<file path="config.mk">
export PLATFORM = sky130hd
export DESIGN_NAME = virtio_mmio_transport_registers
export DESIGN_NICKNAME = d
export VERILOG_FILES = /design/src/hdl/vmmio_pkg.sv /design/src/hdl/virtio_mmio_transport_registers.sv
export SDC_FILE = /design/constraint.sdc
export NUM_CORES = 1
export LEC_CHECK = 0
export BUFFER_PORTS_ARGS = -buffer_cell sky130_fd_sc_hd__buf_2
export CORE_MARGIN = 5
export CORE_UTILIZATION = 55
export DETAILED_ROUTE_END_ITERATION = 6
export GPL_ROUTABILITY_DRIVEN = 0
export MAX_ROUTING_LAYER = met4
export PLACE_DENSITY = 0.76
export RECOVER_POWER = 25
export SLEW_MARGIN = 30
export SYNTH_ARGS = -nofsm -noshare
export SYNTH_HDL_FRONTEND = slang
export SYNTH_SLANG_ARGS = --single-unit
</file>
<file path="constraint.sdc">
create_clock -name clk -period 3 [get_ports clk]
set_clock_uncertainty 0.2 [all_clocks]
set_input_delay 0.15 -clock clk [delete_from_list [all_inputs] [get_ports clk]]
set_output_delay 0.15 -clock clk [all_outputs]
set_load 0.01 [all_outputs]
</file>
<file path="src/hdl/vmmio_pkg.sv">
// Shared types and constants of the virtio-mmio transport register block.
package vmmio_pkg;

    // Bus beat into the block
    typedef struct packed {
        logic [1:0]  operation;
        logic [11:0] offset;
        logic [3:0]  access_size;
        logic [31:0] write_value;
    } vmmio_req_t;

    // Result beat out of the block
    typedef struct packed {
        logic [31:0] read_data;
        logic        notify_valid;
        logic [2:0]  notify_queue;
        logic [2:0]  error_code;
    } vmmio_rsp_t;

    // Operation codes
    localparam logic [1:0] OP_READ  = 2'd0;
    localparam logic [1:0] OP_WRITE = 2'd1;
    localparam logic [1:0] OP_RAISE = 2'd2;

    // Error codes
    localparam logic [2:0] ERR_OK          = 3'd0;
    localparam logic [2:0] ERR_BAD_SIZE    = 3'd1;
    localparam logic [2:0] ERR_WRITE_ONLY  = 3'd2;
    localparam logic [2:0] ERR_READ_ONLY   = 3'd3;
    localparam logic [2:0] ERR_BAD_OFFSET  = 3'd4;
    localparam logic [2:0] ERR_CONFIG_AREA = 3'd5;
    localparam logic [2:0] ERR_ACK_MISMATCH = 3'd6;

    // Configuration register indexes
    localparam logic [2:0] CFG_DEVICE_TYPE   = 3'd0;
    localparam logic [2:0] CFG_DEVICE_FEAT   = 3'd1;
    localparam logic [2:0] CFG_QUEUE_LIMIT   = 3'd2;
    localparam logic [2:0] CFG_QUEUE_COUNT   = 3'd3;
    localparam logic [2:0] CFG_VENDOR        = 3'd4;
    localparam logic [2:0] CFG_VERSION       = 3'd5;

    // Register map
    localparam logic [11:0] OFF_MAGIC          = 12'h000;
    localparam logic [11:0] OFF_VERSION        = 12'h004;
    localparam logic [11:0] OFF_DEVICE_ID      = 12'h008;
    localparam logic [11:0] OFF_VENDOR_ID      = 12'h00c;
    localparam logic [11:0] OFF_DEV_FEAT       = 12'h010;
    localparam logic [11:0] OFF_DEV_FEAT_SEL   = 12'h014;
    localparam logic [11:0] OFF_DRV_FEAT       = 12'h020;
    localparam logic [11:0] OFF_DRV_FEAT_SEL   = 12'h024;
    localparam logic [11:0] OFF_QUEUE_SEL      = 12'h030;
    localparam logic [11:0] OFF_QUEUE_NUM_MAX  = 12'h034;
    localparam logic [11:0] OFF_QUEUE_NUM      = 12'h038;
    localparam logic [11:0] OFF_QUEUE_READY    = 12'h044;
    localparam logic [11:0] OFF_QUEUE_NOTIFY   = 12'h050;
    localparam logic [11:0] OFF_IRQ_STATUS     = 12'h060;
    localparam logic [11:0] OFF_IRQ_ACK        = 12'h064;
    localparam logic [11:0] OFF_STATUS         = 12'h070;
    localparam logic [11:0] OFF_DESC_LO        = 12'h080;
    localparam logic [11:0] OFF_DESC_HI        = 12'h084;
    localparam logic [11:0] OFF_AVAIL_LO       = 12'h090;
    localparam logic [11:0] OFF_AVAIL_HI       = 12'h094;
    localparam logic [11:0] OFF_USED_LO        = 12'h0a0;
    localparam logic [11:0] OFF_USED_HI        = 12'h0a4;
    localparam logic [11:0] OFF_CONFIG_GEN     = 12'h0fc;
    localparam logic [11:0] CONFIG_AREA_BASE   = 12'h100;

    // Misc constants
    localparam logic [3:0]  ACCESS_BYTES   = 4'd4;
    localparam logic [31:0] MAGIC_VALUE    = 32'h74726976;
    localparam int          EVENT_IDX_BIT  = 29;
    localparam logic [15:0] PENDING_MAX    = 16'hffff;

endpackage

</file>
<file path="src/hdl/virtio_mmio_transport_registers.sv">
// Register file of a virtio-mmio transport: bus reads, writes and interrupt raises.
//
// Usage
//   Request channel: drive request and pulse start. A beat is taken at a rising
//   edge with start high and busy low; busy stays low, so one beat may be taken
//   every cycle.
//   Result channel: done is high for exactly one cycle with the result beat on
//   result. Every request beat gives exactly one result beat, in order.
//   Path: input register, then decode/update into the result register.
//   Throughput: 1 beat per cycle; the decode and state update for a beat all
//   sit between the input register and the result register.
//   Configuration: cfg_valid/cfg_ready with cfg_index (register number) and
//   cfg_data; cfg_ready is always high. Write only while no beat is in flight.
//   Indexes past the last register are taken and ignored.
//   Reset: rst_n low clears all transport state and loads the configuration
//   reset values; no clearing pass is needed, the block is usable right after.
//   Stalls: the receiver cannot hold results off; done marks a one-cycle beat.
module virtio_mmio_transport_registers
    import vmmio_pkg::*;
#(
    parameter int QUEUES = 8
)
(
    input  logic       clk,
    input  logic       rst_n,
    input  logic       start,
    output logic       busy,
    input  vmmio_req_t request,
    output logic       done,
    output vmmio_rsp_t result,
    input  logic       cfg_valid,
    output logic       cfg_ready,
    input  logic [2:0] cfg_index,
    input  logic [63:0] cfg_data
);

    // queue index width and width of a queue count (holds QUEUES itself)
    localparam int QW = (QUEUES > 1) ? $clog2(QUEUES) : 1;
    localparam int CW = $clog2(QUEUES + 1);

    // ---------------- configuration registers ----------------
    logic [7:0]  device_type_reg;
    logic [63:0] device_feat_reg;
    logic [15:0] queue_limit_reg;
    logic [3:0]  queue_count_reg;
    logic [31:0] vendor_reg;
    logic [1:0]  version_reg;

    // ---------------- transport state ----------------
    logic [31:0] status_reg,        status_next;
    logic        dev_feat_sel_reg,  dev_feat_sel_next;
    logic        drv_feat_sel_reg,  drv_feat_sel_next;
    logic [63:0] drv_feat_reg,      drv_feat_next;
    logic [QW-1:0] queue_sel_reg,   queue_sel_next;
    logic [15:0] queue_size_reg  [QUEUES];
    logic [15:0] queue_size_next [QUEUES];
    logic        queue_ready_reg  [QUEUES];
    logic        queue_ready_next [QUEUES];
    logic [63:0] desc_addr_reg  [QUEUES];
    logic [63:0] desc_addr_next [QUEUES];
    logic [63:0] avail_addr_reg  [QUEUES];
    logic [63:0] avail_addr_next [QUEUES];
    logic [63:0] used_addr_reg  [QUEUES];
    logic [63:0] used_addr_next [QUEUES];
    logic        event_idx_reg  [QUEUES];
    logic        event_idx_next [QUEUES];
    logic [31:0] irq_bits_reg,      irq_bits_next;
    logic [15:0] irq_pending_reg,   irq_pending_next;

    // ---------------- pipeline registers ----------------
    vmmio_req_t  req_reg;
    logic        req_valid_reg;
    vmmio_rsp_t  rsp_reg,           rsp_next;
    logic        done_reg;

    logic [CW-1:0] usable_queues;
    logic [31:0]   wdata;

    // write one 32-bit half of a 64-bit register
    function automatic logic [63:0] set_half(input logic [63:0] old,
                                             input logic [31:0] v,
                                             input logic        high);
        logic [63:0] r;
        r = high ? {v, old[31:0]} : {old[63:32], v};
        return r;
    endfunction

    assign busy      = 1'b0;
    assign cfg_ready = 1'b1;
    assign done      = done_reg;
    assign result    = rsp_reg;
    assign wdata     = req_reg.write_value;

    // min(queue_count, QUEUES)
    always_comb
    begin
        if (32'(queue_count_reg) < 32'(QUEUES))
            usable_queues = CW'(queue_count_reg);
        else
            usable_queues = CW'(QUEUES);
    end

    // ---------------- configuration port ----------------
    always_ff @(posedge clk or negedge rst_n)
    begin
        if (!rst_n)
        begin
            device_type_reg <= '0;
            device_feat_reg <= '0;
            queue_limit_reg <= 16'd256;
            queue_count_reg <= 4'd1;
            vendor_reg      <= '0;
            version_reg     <= 2'd2;
        end
        else if (cfg_valid && cfg_ready)
        begin
            unique case (cfg_index)
                CFG_DEVICE_TYPE: device_type_reg <= cfg_data[7:0];
                CFG_DEVICE_FEAT: device_feat_reg <= cfg_data;
                CFG_QUEUE_LIMIT: queue_limit_reg <= cfg_data[15:0];
                CFG_QUEUE_COUNT: queue_count_reg <= cfg_data[3:0];
                CFG_VENDOR:      vendor_reg      <= cfg_data[31:0];
                CFG_VERSION:     version_reg     <= cfg_data[1:0];
                default: ;
            endcase
        end
    end

    // ---------------- decode and update ----------------
    always_comb
    begin
        logic [QW-1:0] q;
        q = queue_sel_reg;

        status_next       = status_reg;
        dev_feat_sel_next = dev_feat_sel_reg;
        drv_feat_sel_next = drv_feat_sel_reg;
        drv_feat_next     = drv_feat_reg;
        queue_sel_next    = queue_sel_reg;
        queue_size_next   = queue_size_reg;
        queue_ready_next  = queue_ready_reg;
        desc_addr_next    = desc_addr_reg;
        avail_addr_next   = avail_addr_reg;
        used_addr_next    = used_addr_reg;
        event_idx_next    = event_idx_reg;
        irq_bits_next     = irq_bits_reg;
        irq_pending_next  = irq_pending_reg;
        rsp_next          = '0;

        if (req_valid_reg)
        begin
            unique case (req_reg.operation)
                OP_RAISE:
                begin
                    irq_bits_next = 32'd1;
                    if (irq_pending_reg != PENDING_MAX)
                        irq_pending_next = irq_pending_reg + 16'd1;
                end
                OP_READ, OP_WRITE:
                begin
                    if (req_reg.offset >= CONFIG_AREA_BASE)
                        rsp_next.error_code = ERR_CONFIG_AREA;
                    else if (req_reg.access_size != ACCESS_BYTES)
                        rsp_next.error_code = ERR_BAD_SIZE;
                    else if (req_reg.operation == OP_READ)
                    begin
                        unique case (req_reg.offset) inside
                            OFF_MAGIC:     rsp_next.read_data = MAGIC_VALUE;
                            OFF_VERSION:   rsp_next.read_data = 32'(version_reg);
                            OFF_DEVICE_ID: rsp_next.read_data = 32'(device_type_reg);
                            OFF_VENDOR_ID: rsp_next.read_data = vendor_reg;
                            OFF_DEV_FEAT:
                                rsp_next.read_data = dev_feat_sel_reg ?
                                    device_feat_reg[63:32] : device_feat_reg[31:0];
                            OFF_QUEUE_NUM_MAX:
                                rsp_next.read_data = 32'(queue_limit_reg);
                            OFF_QUEUE_READY:
                                rsp_next.read_data = 32'(queue_ready_reg[q]);
                            OFF_IRQ_STATUS: rsp_next.read_data = irq_bits_reg;
                            OFF_STATUS:     rsp_next.read_data = status_reg;
                            OFF_CONFIG_GEN: rsp_next.read_data = '0;
                            OFF_DEV_FEAT_SEL, OFF_DRV_FEAT, OFF_DRV_FEAT_SEL,
                            OFF_QUEUE_SEL, OFF_QUEUE_NUM, OFF_QUEUE_NOTIFY,
                            OFF_IRQ_ACK, OFF_DESC_LO, OFF_DESC_HI, OFF_AVAIL_LO,
                            OFF_AVAIL_HI, OFF_USED_LO, OFF_USED_HI:
                                rsp_next.error_code = ERR_WRITE_ONLY;
                            default:
                                rsp_next.error_code = ERR_BAD_OFFSET;
                        endcase
                    end
                    else
                    begin
                        unique case (req_reg.offset) inside
                            OFF_DEV_FEAT_SEL: dev_feat_sel_next = (wdata != '0);
                            OFF_DRV_FEAT:
                            begin
                                drv_feat_next = set_half(drv_feat_reg, wdata,
                                                         drv_feat_sel_reg);
                                if (drv_feat_next[EVENT_IDX_BIT])
                                begin
                                    for (int i = 0; i < QUEUES; i++)
                                    begin
                                        if (i < int'(usable_queues))
                                            event_idx_next[i] = 1'b1;
                                    end
                                end
                            end
                            OFF_DRV_FEAT_SEL: drv_feat_sel_next = (wdata != '0);
                            OFF_QUEUE_SEL:
                            begin
                                if (wdata < 32'(usable_queues))
                                    queue_sel_next = QW'(wdata);
                            end
                            OFF_QUEUE_NUM:   queue_size_next[q]  = wdata[15:0];
                            OFF_QUEUE_READY: queue_ready_next[q] = wdata[0];
                            OFF_QUEUE_NOTIFY:
                            begin
                                // out-of-range notify is dropped silently
                                if (wdata < 32'(usable_queues))
                                begin
                                    rsp_next.notify_valid = 1'b1;
                                    rsp_next.notify_queue = wdata[2:0];
                                end
                            end
                            OFF_IRQ_ACK:
                            begin
                                // exact match with a count outstanding: retire one
                                if (wdata == irq_bits_reg && irq_pending_reg != '0)
                                    irq_pending_next = irq_pending_reg - 16'd1;
                                else
                                begin
                                    if (wdata != irq_bits_reg)
                                        rsp_next.error_code = ERR_ACK_MISMATCH;
                                    irq_bits_next = irq_bits_reg & ~wdata;
                                end
                            end
                            OFF_STATUS:
                            begin
                                status_next = wdata;
                                // status zero is a device reset
                                if (wdata == '0)
                                begin
                                    irq_bits_next    = '0;
                                    irq_pending_next = '0;
                                    for (int i = 0; i < QUEUES; i++)
                                    begin
                                        queue_size_next[i]  = '0;
                                        queue_ready_next[i] = 1'b0;
                                        desc_addr_next[i]   = '0;
                                        avail_addr_next[i]  = '0;
                                        used_addr_next[i]   = '0;
                                        event_idx_next[i]   = 1'b0;
                                    end
                                end
                            end
                            OFF_DESC_LO:
                                desc_addr_next[q] = set_half(desc_addr_reg[q], wdata, 1'b0);
                            OFF_DESC_HI:
                                desc_addr_next[q] = set_half(desc_addr_reg[q], wdata, 1'b1);
                            OFF_AVAIL_LO:
                                avail_addr_next[q] = set_half(avail_addr_reg[q], wdata, 1'b0);
                            OFF_AVAIL_HI:
                                avail_addr_next[q] = set_half(avail_addr_reg[q], wdata, 1'b1);
                            OFF_USED_LO:
                                used_addr_next[q] = set_half(used_addr_reg[q], wdata, 1'b0);
                            OFF_USED_HI:
                                used_addr_next[q] = set_half(used_addr_reg[q], wdata, 1'b1);
                            OFF_MAGIC, OFF_VERSION, OFF_DEVICE_ID, OFF_VENDOR_ID,
                            OFF_DEV_FEAT, OFF_QUEUE_NUM_MAX, OFF_IRQ_STATUS,
                            OFF_CONFIG_GEN:
                                rsp_next.error_code = ERR_READ_ONLY;
                            default:
                                rsp_next.error_code = ERR_BAD_OFFSET;
                        endcase
                    end
                end
                default: ;  // unused operation code: no effect, zero result
            endcase
        end
    end

    // ---------------- control and state registers ----------------
    always_ff @(posedge clk or negedge rst_n)
    begin
        if (!rst_n)
        begin
            req_valid_reg    <= 1'b0;
            done_reg         <= 1'b0;
            status_reg       <= '0;
            dev_feat_sel_reg <= 1'b0;
            drv_feat_sel_reg <= 1'b0;
            drv_feat_reg     <= '0;
            queue_sel_reg    <= '0;
            queue_size_reg   <= '{default: '0};
            queue_ready_reg  <= '{default: 1'b0};
            desc_addr_reg    <= '{default: '0};
            avail_addr_reg   <= '{default: '0};
            used_addr_reg    <= '{default: '0};
            event_idx_reg    <= '{default: 1'b0};
            irq_bits_reg     <= '0;
            irq_pending_reg  <= '0;
        end
        else
        begin
            req_valid_reg    <= start && !busy;
            done_reg         <= req_valid_reg;
            status_reg       <= status_next;
            dev_feat_sel_reg <= dev_feat_sel_next;
            drv_feat_sel_reg <= drv_feat_sel_next;
            drv_feat_reg     <= drv_feat_next;
            queue_sel_reg    <= queue_sel_next;
            queue_size_reg   <= queue_size_next;
            queue_ready_reg  <= queue_ready_next;
            desc_addr_reg    <= desc_addr_next;
            avail_addr_reg   <= avail_addr_next;
            used_addr_reg    <= used_addr_next;
            event_idx_reg    <= event_idx_next;
            irq_bits_reg     <= irq_bits_next;
            irq_pending_reg  <= irq_pending_next;
        end
    end

    // ---------------- payload registers ----------------
    always_ff @(posedge clk)
    begin
        if (start && !busy)
            req_reg <= request;
        rsp_reg <= rsp_next;
    end

    // ---------------- assertions ----------------
    // every taken beat gives exactly one result
    a_one_result: assert property (@(posedge clk) disable iff (!rst_n)
        (start && !busy) |=> ##1 done)
        else $error("accepted beat produced no result");

    a_no_spurious: assert property (@(posedge clk) disable iff (!rst_n)
        done |-> $past(req_valid_reg))
        else $error("result without a request beat");

    // a notify pulse is an ok write with no read data
    a_notify_clean: assert property (@(posedge clk) disable iff (!rst_n)
        (done && result.notify_valid) |->
            (result.error_code == ERR_OK && result.read_data == '0))
        else $error("notify pulse with error or read data");

    // queue select never leaves the implemented queues
    a_sel_range: assert property (@(posedge clk) disable iff (!rst_n)
        32'(queue_sel_reg) < 32'(QUEUES))
        else $error("queue select out of range");

endmodule

</file>
======== After elaboration in Yosys (flattened, before gate mapping) ========
Cells that the tools add are included.
word-level totals
  register bits ........................... 309
  latch bits .............................. 0
  RAM bits ................................ 0
  bits in read-only memories .............. 0
  logic and storage cells ................. 155
  memories ................................ 0
operators by class
  add/subtract/negate cells ............... 2
  multipliers ............................. 0
  divide/modulo/power cells ............... 0
  magnitude comparators ................... 5
  eq/ne operators ......................... 42
  shift operators ......................... 0
  multiplexer cells ....................... 34
  bitwise logic cells ..................... 10
  reductions and logical operators ........ 32
operator list
  cell                   number
  $pmux 32 s9            1
  $mux 32                6
  $pmux 32 s2            2
  $mux 16                6
  $eq 12x8->1 const B    7
  $pmux 16 s2            2
  $eq 12x6->1 const B    5
  $eq 12x7->1 const B    5
  $and 32x32->32         1
  $eq 32x32->1           1
  $logic_not 32->1       1
  $lt 32x4->1            1
  $ne 32x32->1           1
  $not 32->32            1
  $reduce_bool 32->1     1
  $eq 12x4->1 const B    2
  $eq 12x5->1 const B    2
  $add 16x1->16 const B  1
  $ne 16x16->1 const B   1
  $pmux 8 s2             1
  $reduce_bool 16->1     1
  $sub 16x1->16 const B  1
  $mux 3                 5
  $reduce_and 2->1       7
  42 further kinds       63

======== Longest topological paths before layout ========
  depth after elaboration ................. 8
  gate-level depth with buffers ........... 10

======== Least setup slack after synthesis ========
No wires, ideal clock.
  path type ............................... register to register
  start ................................... register req_reg[45] (netlist name)
  end ..................................... register irq_bits_reg[10]
  arrival time ............................ 2.359 ns
  path slack .............................. 0.362 ns
  cell stages (with the launch flop) ...... 9
  buffers on the path ..................... 2
  period minus slack after synthesis ...... 2.638 ns
  path through ............................ edfxtp_1 -> or4_4 -> nor3_4 -> nand2_2 -> o41ai_4 -> o21a_1 -> buf_4 -> buf_8 -> mux2i_1
between the ends
  cells in the longest elaborated chain, start to end .. 6
RTL lines
  what                          line                                    text
  start, declared               virtio_mmio_transport_registers.sv:71   vmmio_req_t req_reg;
  start signal, assigned        virtio_mmio_transport_registers.sv:327  req_reg <= request;
  $eq 12x7->1 (no source line)  n/a
  $pmux 32 s2                   virtio_mmio_transport_registers.sv:193  unique case (req_reg.offset) inside
  $mux 32                       virtio_mmio_transport_registers.sv:165  else if (req_reg.operation == OP_READ)
  $mux 32                       virtio_mmio_transport_registers.sv:163  else if (req_reg.access_size != ACCESS_BYTES)
  $mux 32                       virtio_mmio_transport_registers.sv:161  if (req_reg.offset >= CONFIG_AREA_BASE)
  $pmux 32 s2                   virtio_mmio_transport_registers.sv:152  unique case (req_reg.operation)
  end signal, assigned          virtio_mmio_transport_registers.sv:318  irq_bits_reg <= irq_bits_next;
  end, declared                 virtio_mmio_transport_registers.sv:67   logic [31:0] irq_bits_reg, irq_bits_next;
Parallel ways exist; a longest one is shown, timed or not. The select of a mux whose other input is x is not followed.
A chain may end at the register's enable or synchronous reset.

======== Worst setup path in the final report ========
  start ................................... register req_reg, in the netlist wdata[26]
  end ..................................... register irq_bits_reg[5]
between the ends
  cells in the longest elaborated chain, start to end .. 4
RTL lines
  what                                 line                                    text
  $eq 32x32->1                         virtio_mmio_transport_registers.sv:228  if (wdata == irq_bits_reg && irq_pending_reg != '0)
  $logic_and 1x1->1                    virtio_mmio_transport_registers.sv:228
  $ne 3x3->1 (no source line)          n/a
  $reduce_and 8->1 (no source line) *  n/a
Every way passes the cells marked *; elsewhere a longest branch is shown, timed or not.

==> impl_metrics.yaml <==
critical_path:
  crit_required_ns: 3.23
  crit_family: "compound AO/OA/AOI/OAI gates"
  path_cells: "nor4_1, nand4_1, o21a_1, o41ai_4, o21a_2, buf_12, mux2i_1"
  cp.arrival_ns: 3.11
  end_kind: "flop"
  path_max_fanout: 32
  critPathMaxStageDelay_ns: 0.43
  critPathLaunchType: "flop"
  critPathSlowestCell: "nor4_1"
  worstPathBufferInverterCount: 1
  worstSetupPathType: "reg2reg"
logic_synthesis:
  synth_top_area_cell: "dfrtp_1"
  syn_area_sq_mm: 0.0142
  yosysWarnings: 0
  yosysSeqAreaShare_pct: 55.0
  synthDistinctLibCells: 66
  synthTopCellsByArea: "dfrtp_1 38%, mux2_2 15%, edfxtp_1 11%"
  ys.flop_type: "dfrtp_1"
  synth_edf_count: 50
  async_reset_ff_share_pct: 71.2
  synth_seq_cells: 309
  yosysTopAreaCellShare_pct: 38.3
  syn-num-nets: 1329
  netlist_instances: 1170
  avgSynthCellArea_sq_um: 12.1
clock_tree:
  cts.sinks: 309
  cts_max_path_buffers: 3
  cts_tree: "done"
  clock_latency_ns: 0.52
  cts-root-buf: "clkbuf_16"
  clk_transition_reported_paths_ns: 0.06
  h-tree-depth: 2
  numCtsBuffers: 34
  cts_setup_buffers: 0
die:
  fp.dieArea_sq_mm: 0.0291
  chipHeight_um: 170
  num_rows: 58
  fp.dieW_um: 170
  ios: 163
  core-area_sq_mm: 0.0253
  initial_core_util_pct: 56.1
grt:
  grt_pass1_wl_um: 61400
  grt_pass1_vias: 11300
  met1_usage_pct: 36.9
  grt_antenna_before_repair: 2
  grt-busiest-layer: "met2"
  grt_max_degree: 88
  track_usage_pct: 27.4
  grt.met3_usage_pct: 4.00
  use_met2_pct: 43.5
  overflow: 0
layout:
  final_common_cell: "dfrtp_1"
  drive_gt1_share_pct: 29.9
  final_cell_mix: "216 x dfrtp_1, 183 x mux2_2, 137 x buf_2"
  stdcell_area_sq_mm: 0.0179
  layout.cells.non_filler: 1831
  fin_nets: 1632
  area_growth_pct: 26.3
  largest_reg_flops: 64
sta:
  fmax_ghz: 0.346
  rsz0062_at_grt: "false"
  max_slew_margin_pct: -48.7
  slew_violations: 139
  holdWs_ns: 0.151
  fin_setup_tns_ns: 0
  report.final.setup_viol: 0
  tightest_slew_ns: 2.23
  period_needed_ns: 2.89
  period_share_pct: 96.3
  hold_viol: 0
placement:
  placed_cells: 1648
  dpl-instance-area_sq_mm: 0.0156
  numPortBuffers: 160
  dpl.hpwl_um: 24400
power:
  power.leakage_nw: 7.65
  ir_worst_vdd_v: 0.000510
  power.density_mw_per_mm2: 607
drt:
  finalWirelength_um: 38800
  viasPerCell: 5.95
  vias: 10900
  avgRoutedWirePerCell_um: 21.2
  initialDrtViolationCount: 1019
  dr.pass1.iters: 6
  ant_nets: 0
  drc: 0
hold_path:
  hold_path.class: "in2reg"
run_status:
  violations: "max-capacitance violations, max-slew violations"
  status: "complete, but fails checks"
job:
  cap_viol_max_count: 2
==> worst reg2reg max path: cells and delay by family (launching register included) <==
family | cells | cell delay (ns)
AO/OA/AOI/OAI | 3 | 0.90
buffers and inverters | 1 | 0.25
flip-flops | 1 | 0.41
multiplexers | 1 | 0.30
AND/OR/NAND/NOR | 2 | 0.74
==> path summary, 6_finish.rpt <==
check	end	slack (ns)	cells past startpoint	from
hold / removal	wdata[30]	0.15	2	request[30]
max in group asynchronous	device_feat_reg[27]	0.57	3	rst_n
hold reg to reg	done	0.26	0	req_valid_reg
min in group asynchronous	vendor_reg[2]	0.65	2	rst_n
setup reg to reg	irq_bits_reg[5]	0.11	7	wdata[26]
setup / recovery	irq_bits_reg[5]	0.11	7	wdata[26]
==> cells by family after synthesis <==
family | synth area share, %
muxes | 19.0
AOI/OAI and AO/OA | 9.04
adders and majority gates | 3.36
buffers and inverters | 4.04
and+or+nand+nor | 9.41
DFF | 55.0
other | 0.0530
xor gates and xnor gates | 0.0618
==> cells in the mapped netlist (25+ instances only) <==
library cell and count:
edfxtp_1 50, clkbuf_1 48, inv_1 73, nor2_1 32
mux2_2 183, dfrtp_1 217, nand3_1 25, ha_1 38
dfxtp_1 39, mux2i_1 59, nand2_1 81, a21oi_1 66
==> metal layers <==
layer,up-vias,part of all wire [%]
li1,4914,-
met2,501,48
met5,-,0
met1,5416,43
met3,67,6.8
met4,0,2.2
==> per-stage QoR <==
stage | utilization [%] | setup slack [ns] | power, mW
6_report | 70.9 | 0.112 | 10.9
5_1_grt | 70.8 | 0.0689 | 11.3
4_1_cts | 71.0 | 0.181 | 10.9
3_5_place_dp | 61.8 | 0.185 | 6.58
3_3_place_gp | 61.8 | 0.289 | 6.52
2_1_floorplan | - | 0.362 | 6.08
==> where the power goes <==
part | internal [mW] | switching, mW
combinational | 0.787 | 0.658
clock | 2.51 | 1.68
sequential | 4.80 | 0.432
total | 8.10 | 2.77
==> final cells by class <==
class	count	area [sq um]
flip-flops and latches	309	7790
clock inverters	3	66.3
inverters	73	274
well taps	330	413
diodes	3	7.51
clock buffers	58	1060
repair buffers	331	2430
fillers	1751	7360
multi-input cells	724	5850
==> repair_timing <==
action                                  in CTS  in global routing
hold buffers                               119                  0
resized for setup                            0                  1
endpoints found under the setup margin       0                  4
endpoints found under the hold margin      315                  0
(Power assumes the default switching activity.)
